==> src/sv/xeau_pkg.sv <==
`timescale 1ns / 1ps
`default_nettype none
package xeau_pkg;

  // kind of an input beat, carried in s_axis_tuser
  localparam logic OP_WRITE_REG = 1'b0;
  localparam logic OP_COMPUTE   = 1'b1;

  localparam int IN_DATA_W  = 152;
  localparam int OUT_DATA_W = 72;

  localparam logic [1:0] MOD_NO_DISP = 2'd0;
  localparam logic [1:0] MOD_DISP8   = 2'd1;
  localparam logic [1:0] MOD_DISP_W  = 2'd2;
  localparam logic [1:0] MOD_REG     = 2'd3;

  localparam logic [2:0] REG_EBX = 3'd3;
  localparam logic [2:0] REG_ESP = 3'd4;
  localparam logic [2:0] REG_EBP = 3'd5;
  localparam logic [2:0] REG_ESI = 3'd6;
  localparam logic [2:0] REG_EDI = 3'd7;

  localparam logic [2:0] RM_SIB     = 3'd4;
  localparam logic [2:0] RM_DISP32  = 3'd5;
  localparam logic [2:0] RM16_DIRECT = 3'd6;
  localparam logic [2:0] SIB_NO_INDEX = 3'd4;

  // 16-bit rm forms
  localparam logic [2:0] RM16_BX_SI = 3'd0;
  localparam logic [2:0] RM16_BX_DI = 3'd1;
  localparam logic [2:0] RM16_BP_SI = 3'd2;
  localparam logic [2:0] RM16_BP_DI = 3'd3;
  localparam logic [2:0] RM16_SI    = 3'd4;
  localparam logic [2:0] RM16_DI    = 3'd5;
  localparam logic [2:0] RM16_BP    = 3'd6;

  localparam logic [15:0] WRAP16_MASK = 16'hFFFF;

  // decoded compute beat held in the input register
  typedef struct packed {
    logic        addr32;
    logic [7:0]  modrm;
    logic [39:0] trailing_bytes;
    logic [31:0] seg_base;
    logic [31:0] ss_base;
    logic        seg_override;
  } ea_req_t;

  // offset stage result, linear add still to do
  typedef struct packed {
    logic        is_memory;
    logic [31:0] offset;
    logic [31:0] base_sel;
    logic        uses_ss;
    logic [2:0]  bytes_consumed;
  } ea_off_t;

endpackage
`default_nettype wire

==> src/sv/x86_effective_address_unit_core.sv <==
// x86 effective address unit: ModRM / SIB address generation.
// slave stream: one beat per item; tuser = opcode. a write beat (opcode 0)
// loads reg_value into the local register copy selected by reg_index and
// gives no result. a compute beat (opcode 1) gives exactly one master beat.
// master stream: is_memory, offset, linear_address, uses_ss, bytes_consumed.
// path: a compute beat passes through the input register, the offset stage
// and the linear address stage before it is shown on m_axis_tvalid.
// throughput: one beat per cycle on either side unless stalled; the register read
// and the three-term offset add sit in one stage, the segment base add in the next.
// a register write takes effect at the edge it is accepted, so every compute
// beat accepted after it sees the new value, earlier ones see the old one.
// stall: while m_axis_tready is low, a full stage holds behind a held stage;
// bubbles are squeezed out, and s_axis_tready drops only when every stage is full.
// reset (rst, synchronous): pipeline emptied and all eight registers cleared.
`timescale 1ns / 1ps
`default_nettype none
module x86_effective_address_unit_core (
  input  wire logic                            clk,
  input  wire logic                            rst,
  input  wire logic                            s_axis_tvalid,
  output logic                                 s_axis_tready,
  // reg_index[2:0] reg_value[34:3] addr32[35] modrm[43:36]
  // trailing_bytes[83:44] seg_base[115:84] ss_base[147:116]
  // seg_override[148] zero[151:149]
  input  wire logic [xeau_pkg::IN_DATA_W-1:0]  s_axis_tdata,
  // opcode[0]
  input  wire logic                            s_axis_tuser,
  output logic                                 m_axis_tvalid,
  input  wire logic                            m_axis_tready,
  // is_memory[0] offset[32:1] linear_address[64:33] uses_ss[65]
  // bytes_consumed[68:66] zero[71:69]
  output logic [xeau_pkg::OUT_DATA_W-1:0]      m_axis_tdata
);
  import xeau_pkg::*;

  logic [31:0] regs [8];

  logic    v1, v2, v3;
  logic    en1, en2, en3;
  ea_req_t req;
  ea_off_t stg2;
  ea_off_t stg2_next;
  ea_off_t res;
  logic [31:0] linear_address;

  logic       s_accept;
  logic [2:0] in_reg_index;
  logic [31:0] in_reg_value;
  ea_req_t    in_req;

  assign in_reg_index        = s_axis_tdata[2:0];
  assign in_reg_value        = s_axis_tdata[34:3];
  assign in_req.addr32       = s_axis_tdata[35];
  assign in_req.modrm        = s_axis_tdata[43:36];
  assign in_req.trailing_bytes = s_axis_tdata[83:44];
  assign in_req.seg_base     = s_axis_tdata[115:84];
  assign in_req.ss_base      = s_axis_tdata[147:116];
  assign in_req.seg_override = s_axis_tdata[148];

  assign en3 = !v3 || m_axis_tready;
  assign en2 = !v2 || en3;
  assign en1 = !v1 || en2;
  assign s_axis_tready = en1;
  assign s_accept = s_axis_tvalid && s_axis_tready;

  // register copy, written as the beat is taken
  always_ff @(posedge clk) begin
    if (rst) begin
      for (int i = 0; i < 8; i++) regs[i] <= '0;
    end else if (s_accept && s_axis_tuser == OP_WRITE_REG) begin
      regs[in_reg_index] <= in_reg_value;
    end
  end

  always_ff @(posedge clk) begin
    if (rst) begin
      v1 <= 1'b0;
      v2 <= 1'b0;
      v3 <= 1'b0;
    end else begin
      if (en1) v1 <= s_accept && s_axis_tuser == OP_COMPUTE;
      if (en2) v2 <= v1;
      if (en3) v3 <= v2;
    end
  end

  always_ff @(posedge clk) begin
    if (en1) req <= in_req;
    if (en2) stg2 <= stg2_next;
    if (en3) begin
      res            <= stg2;
      linear_address <= stg2.base_sel + stg2.offset;
    end
  end

  // offset decode
  logic [1:0]  mod;
  logic [2:0]  rm;
  logic [39:0] t;
  logic        ovr;
  logic [2:0]  sib_base, sib_index;
  logic [1:0]  sib_scale;
  logic [31:0] d8_lo, d8_hi, d32_lo, d32_hi;
  logic [31:0] base_term, index_term, disp_term;
  logic [15:0] a16, pair_a, pair_b, disp16;
  logic        ss;
  logic [2:0]  used;
  logic [31:0] off;

  always_comb begin
    mod       = req.modrm[7:6];
    rm        = req.modrm[2:0];
    t         = req.trailing_bytes;
    ovr       = req.seg_override;
    sib_base  = t[2:0];
    sib_index = t[5:3];
    sib_scale = t[7:6];
    d8_lo     = {{24{t[7]}}, t[7:0]};
    d8_hi     = {{24{t[15]}}, t[15:8]};
    d32_lo    = t[31:0];
    d32_hi    = t[39:8];
    base_term  = '0;
    index_term = '0;
    disp_term  = '0;
    pair_a     = '0;
    pair_b     = '0;
    disp16     = '0;
    a16        = '0;
    ss         = 1'b0;
    used       = '0;
    off        = '0;

    if (req.addr32) begin
      if (rm == RM_SIB) begin
        if (mod == MOD_NO_DISP && sib_base == RM_DISP32) begin
          disp_term = d32_hi;
          used      = 3'd5;
        end else begin
          base_term = regs[sib_base];
          if (mod == MOD_DISP8) begin
            disp_term = d8_hi;
            used      = 3'd2;
          end else if (mod == MOD_DISP_W) begin
            disp_term = d32_hi;
            used      = 3'd5;
          end else begin
            used = 3'd1;
          end
          ss = (sib_base == REG_ESP || sib_base == REG_EBP) && !ovr;
        end
        if (sib_index != SIB_NO_INDEX)
          index_term = regs[sib_index] << sib_scale;
      end else if (mod == MOD_NO_DISP) begin
        if (rm == RM_DISP32) begin
          disp_term = d32_lo;
          used      = 3'd4;
        end else begin
          base_term = regs[rm];
        end
      end else begin
        base_term = regs[rm];
        ss        = (rm == REG_EBP) && !ovr;
        if (mod == MOD_DISP8) begin
          disp_term = d8_lo;
          used      = 3'd1;
        end else begin
          disp_term = d32_lo;
          used      = 3'd4;
        end
      end
      off = base_term + index_term + disp_term;
    end else begin
      if (mod == MOD_NO_DISP && rm == RM16_DIRECT) begin
        disp16 = t[15:0];
        used   = 3'd2;
      end else begin
        case (mod)
          MOD_DISP8: begin
            disp16 = d8_lo[15:0];
            used   = 3'd1;
          end
          MOD_DISP_W: begin
            disp16 = t[15:0];
            used   = 3'd2;
          end
          default: begin
            disp16 = '0;
            used   = 3'd0;
          end
        endcase
        case (rm)
          RM16_BX_SI: begin pair_a = regs[REG_EBX][15:0]; pair_b = regs[REG_ESI][15:0]; end
          RM16_BX_DI: begin pair_a = regs[REG_EBX][15:0]; pair_b = regs[REG_EDI][15:0]; end
          RM16_BP_SI: begin pair_a = regs[REG_EBP][15:0]; pair_b = regs[REG_ESI][15:0]; end
          RM16_BP_DI: begin pair_a = regs[REG_EBP][15:0]; pair_b = regs[REG_EDI][15:0]; end
          RM16_SI: pair_a = regs[REG_ESI][15:0];
          RM16_DI: pair_a = regs[REG_EDI][15:0];
          RM16_BP: pair_a = regs[REG_EBP][15:0];
          default: pair_a = regs[REG_EBX][15:0];
        endcase
        ss = (rm == RM16_BP_SI || rm == RM16_BP_DI || rm == RM16_BP) && !ovr;
      end
      a16 = (pair_a + pair_b + disp16) & WRAP16_MASK;
      off = {16'h0000, a16};
    end

    if (mod == MOD_REG) begin
      stg2_next.is_memory      = 1'b0;
      stg2_next.offset         = '0;
      stg2_next.base_sel       = '0;
      stg2_next.uses_ss        = 1'b0;
      stg2_next.bytes_consumed = '0;
    end else begin
      stg2_next.is_memory      = 1'b1;
      stg2_next.offset         = off;
      stg2_next.base_sel       = ss ? req.ss_base : req.seg_base;
      stg2_next.uses_ss        = ss;
      stg2_next.bytes_consumed = used;
    end
  end

  assign m_axis_tvalid = v3;
  assign m_axis_tdata  = {3'b000, res.bytes_consumed, res.uses_ss, linear_address,
                          res.offset, res.is_memory};

endmodule
`default_nettype wire
==> config.mk <==
export PLATFORM = sky130hd
export DESIGN_NAME = x86_effective_address_unit_core
export DESIGN_NICKNAME = d
export VERILOG_FILES = /design/src/sv/xeau_pkg.sv /design/src/sv/x86_effective_address_unit_core.sv
export SDC_FILE = /design/constraint.sdc
export NUM_CORES = 1
export LEC_CHECK = 0
export ABC_AREA = 0
export BUFFER_PORTS_ARGS = -buffer_cell sky130_fd_sc_hd__clkbuf_2
export CORE_ASPECT_RATIO = 1.75
export CORE_UTILIZATION = 57
export CTS_BUF_LIST = sky130_fd_sc_hd__clkbuf_4
export DETAILED_ROUTE_END_ITERATION = 10
export HOLD_SLACK_MARGIN = 0.12
export PLACE_DENSITY = 0.79
export SETUP_SLACK_MARGIN = 0.5
export SLEW_MARGIN = 20
export SYNTH_ARGS = -nofsm -noshare
export SYNTH_HDL_FRONTEND = slang
export SYNTH_SLANG_ARGS = --single-unit
==> constraint.sdc <==
create_clock -name clk -period 5.6 [get_ports clk]
set_input_delay 1.12 -clock clk [delete_from_list [all_inputs] [get_ports clk]]
set_output_delay 1.12 -clock clk [all_outputs]
set_load 0.03 [all_outputs]
==> results.sh <==
export IMPL_slowest_stage="mux4_2"
export IMPL_min_path_cells=1
export IMPL_cts_root_buf="clkbuf_4"
export IMPL_critical_path_class="reg2reg"
export IMPL_ir_worst_vdd_v=0.000160
export IMPL_final_common_cell="edfxtp_1"
export IMPL_p_clk_frac=0.268
export IMPL_fin_skew_ns=0.106
export IMPL_p_leak_nw=14.2
export IMPL_worstRegToRegCells=16
export IMPL_nNetsFinal=2962
export IMPL_required_ns=6.20
export IMPL_worstPathArrival_ns=5.54
export IMPL_ys_seq_area_frac=0.495
export IMPL_first_global_vias=22900
export IMPL_fin_setup_tns_ns=0
export IMPL_num_vias=21800
export IMPL_die_w_um=179
export IMPL_max_freq_mhz=203
export IMPL_yosysWarnings=0
export IMPL_place_gp_congestion=0.936
export IMPL_gr_total_overflow=0
export IMPL_synth_distinct_cells=78
export IMPL_worst_pin_slew_ns=1.16
export IMPL_slew_headroom=0.225
export IMPL_status="complete, no violations"
export IMPL_antenna_found_initial=6
export IMPL_synthCells=2398
export IMPL_ctsHtreeMaxLevel=3
export IMPL_synthTopCellsByArea="edfxtp_1, mux4_2, and2_1"
export IMPL_register_area_sq_um=15400
export IMPL_pre_cts_ws_ns=0.449
export IMPL_mostFrequentLayoutCells="edfxtp_1, and2_1, clkbuf_2"
export IMPL_portBuffers=221
export IMPL_fin_crit_ns=4.93
export IMPL_slowest_delay_ns=0.49
export IMPL_crit_fanout=10
export IMPL_cts_sinks=517
export IMPL_dieArea_sq_um=55600
export IMPL_holdWs_ns=0.400
export IMPL_timing_max_transition_violations_final=0
export IMPL_hold_viol_final=0
export IMPL_worst_slack_ns=0.667
export IMPL_start_util=0.575
export IMPL_die_h_um=311
export IMPL_hold_class="in2reg"
export IMPL_cts_made_buffers=117
export IMPL_syn_area_sq_um=31100
export IMPL_synth_seq_cells=517
export IMPL_clk_pin_slew_ns=0.07
export IMPL_syn2layout_area_growth_pct=12.1
export IMPL_cts_hold_buf=0
export IMPL_drt_first_pass_iters=5
export IMPL_synth_enable_flop_cells=505
export IMPL_rows=113
export IMPL_seqPwrFrac=0.438
export IMPL_end_kind="flop"
export IMPL_path_common_cell="mux2_2"
export IMPL_final_core_util=0.645
export IMPL_p_switching_w=0.00388
export IMPL_wire_per_inst_um=25.0
export IMPL_async_flop_share=0
export IMPL_multi_input_area_sq_um=14900
export IMPL_drt_iter0_drc=1862
export IMPL_p_comb_frac=0.294
export IMPL_synth_top_area_frac=0.487
export IMPL_drc=0
export IMPL_setup_viol=0
export IMPL_cts_tree="done"
export IMPL_ys_flop_type="edfxtp_1"
export IMPL_hpwlAfterDp_um=60800
export IMPL_antenna_left=0
export IMPL_viasPerCell=6.29
export IMPL_internal_power_w=0.00776
export IMPL_yosysTopAreaCell="edfxtp_1"
export IMPL_grt_max_degree=70
export IMPL_boundaryPins=231
export IMPL_clockBufferDepth=3
export IMPL_startpoint_type="flop"
export IMPL_maxCapViolations=0
export IMPL_fin_crit_sh=0.881
export IMPL_track_usage=0.314
export IMPL_finalWirelength_um=86500
export IMPL_switching_share=0.333
export IMPL_coreArea_sq_um=54200
export IMPL_fill_cells=4075
export IMPL_powerDensity_nw_per_um2=333
export IMPL_rsz0062_at_grt="no"
export IMPL_insertion_delay_ns=0.94
export IMPL_crit_chain="buf_12 -> mux4_2 -> mux2_2 -> o21ai_0 -> mux2_2 -> nor2_1 -> fa_1 -> ha_1 -> o211ai_1 -> o211a_1 -> nor4b_4 -> o211ai_2 -> a211o_1 -> a21oi_1 -> o21a_1 -> nor3_2"
export IMPL_grt_pass1_wl_um=128000
export IMPL_syn_avg_cell_area_sq_um=13.0
export IMPL_drive_gt1_frac=0.278
## cells in the mapped netlist (all sizes together), types with 5 or more instances
cell,n
a211oi,13
a21boi,6
a21o,40
a21oi,134
a22o,5
a22oi,5
a31oi,7
and2,262
and3,5
buf,56
clkbuf,87
dfxtp,12
edfxtp,505
fa,49
ha,80
inv,87
mux2,16
mux2i,163
mux4,192
nand2,154
nand2b,17
nand3,19
nand4,9
nor2,143
nor2b,7
nor3,29
o211ai,8
o21a,18
o21ai,70
o21bai,10
o22a,20
o22ai,16
or2,39
or3,6
xnor2,36
xor2,21
## final timing paths
path	slack, ns	to	startpoint
hold / removal	0.40	t[5]$_DFFE_PN_	s_axis_tdata[49]
setup / recovery	0.67	stg2[67]$_SDFFCE_PP0P_	flop
hold reg to reg	0.42	m_axis_tdata[67]$_DFFE_PP_	stg2[1]$_SDFFCE_PP0P_
setup reg to reg	0.67	stg2[67]$_SDFFCE_PP0P_	flop
## cells by family (layout without fill, tap and decap cells)
| kind of cell | Yosys count | in the layout | share of synthesized area |
|---|---|---|---|
| compound gates | 384 | 384 | 0.0790 |
| xor+xnor | 57 | 57 | 0.0160 |
| fa+ha+maj | 129 | 129 | 0.0636 |
| buf+inv | 231 | 597 | 0.0302 |
| flops | 517 | 517 | 0.495 |
| mux | 371 | 371 | 0.197 |
| other cells | 1 | 9 | 0.000120 |
| simple gates | 708 | 708 | 0.119 |
## timing repair
item	4_1_cts	5_1_grt
pin swaps	0	3
setup endpoints to repair	1	17
cloned	0	1
gates resized for setup	1	13
hold endpoints to repair	0	0
buffers inserted	2	12
## critical path: cells and delay by family (launching register included)
kind / cells / cell delay [ns]
adder cells (fa/ha/maj): 2 / 0.82
multiplexers: 3 / 1.00
AND/OR/NAND/NOR: 3 / 0.48
flip-flops: 1 / 0.45
buffers and inverters: 1 / 0.16
AO/OA/AOI/OAI: 7 / 1.68
## metrics by stage
step / area, sq um / std cells / power, W
6_report: 34900 / 3462 / 0.0116
5_1_grt: 34900 / 3460 / 0.0122
4_1_cts: 34700 / 3442 / 0.0116
3_5_place_dp: 33100 / 3231 / 0.00854
3_3_place_gp: 33100 / 3231 / 0.00844
2_1_floorplan: 31200 / 2400 / 0.00753
## power groups by stage
stage	Combinational [W]	Sequential [W]	Clock, W
after detailed placement	0.00335	0.00519	0
after global placement	0.00328	0.00515	0
after CTS	0.00337	0.00510	0.00317
final	0.00342	0.00510	0.00312
after floorplan	0.00205	0.00548	0
after global routing	0.00370	0.00514	0.00333
## area by class of cell
type | instances | share of cell area
diodes | 6 | 0.000430
clock buffers | 149 | 0.0320
clock inverters | 60 | 0.0127
inverters | 87 | 0.00935
multi-input cells | 1652 | 0.427
flip-flops and latches | 517 | 0.442
well taps | 690 | 0.0247
repair buffers | 301 | 0.0519
## layer usage
metal,share of wire,global-route usage,vias to the layer above
met2,0.53,0.560,1207
met5,0.00034,0,-
met4,0.054,0.188,4
met3,0.087,0.0646,306
met1,0.33,0.335,10600
li1,-,-,9664
## flip-flops by register name (all words and copies together) (netlist names), named ones only
name	flops
t	40
m_axis_tvalid	1
req	68
linear_address	32
regs	256
m_axis_tdata	37
mod	2
ovr	1
v1	1
stg2	69
v2	1
Power figures use the tool's default switching activity.
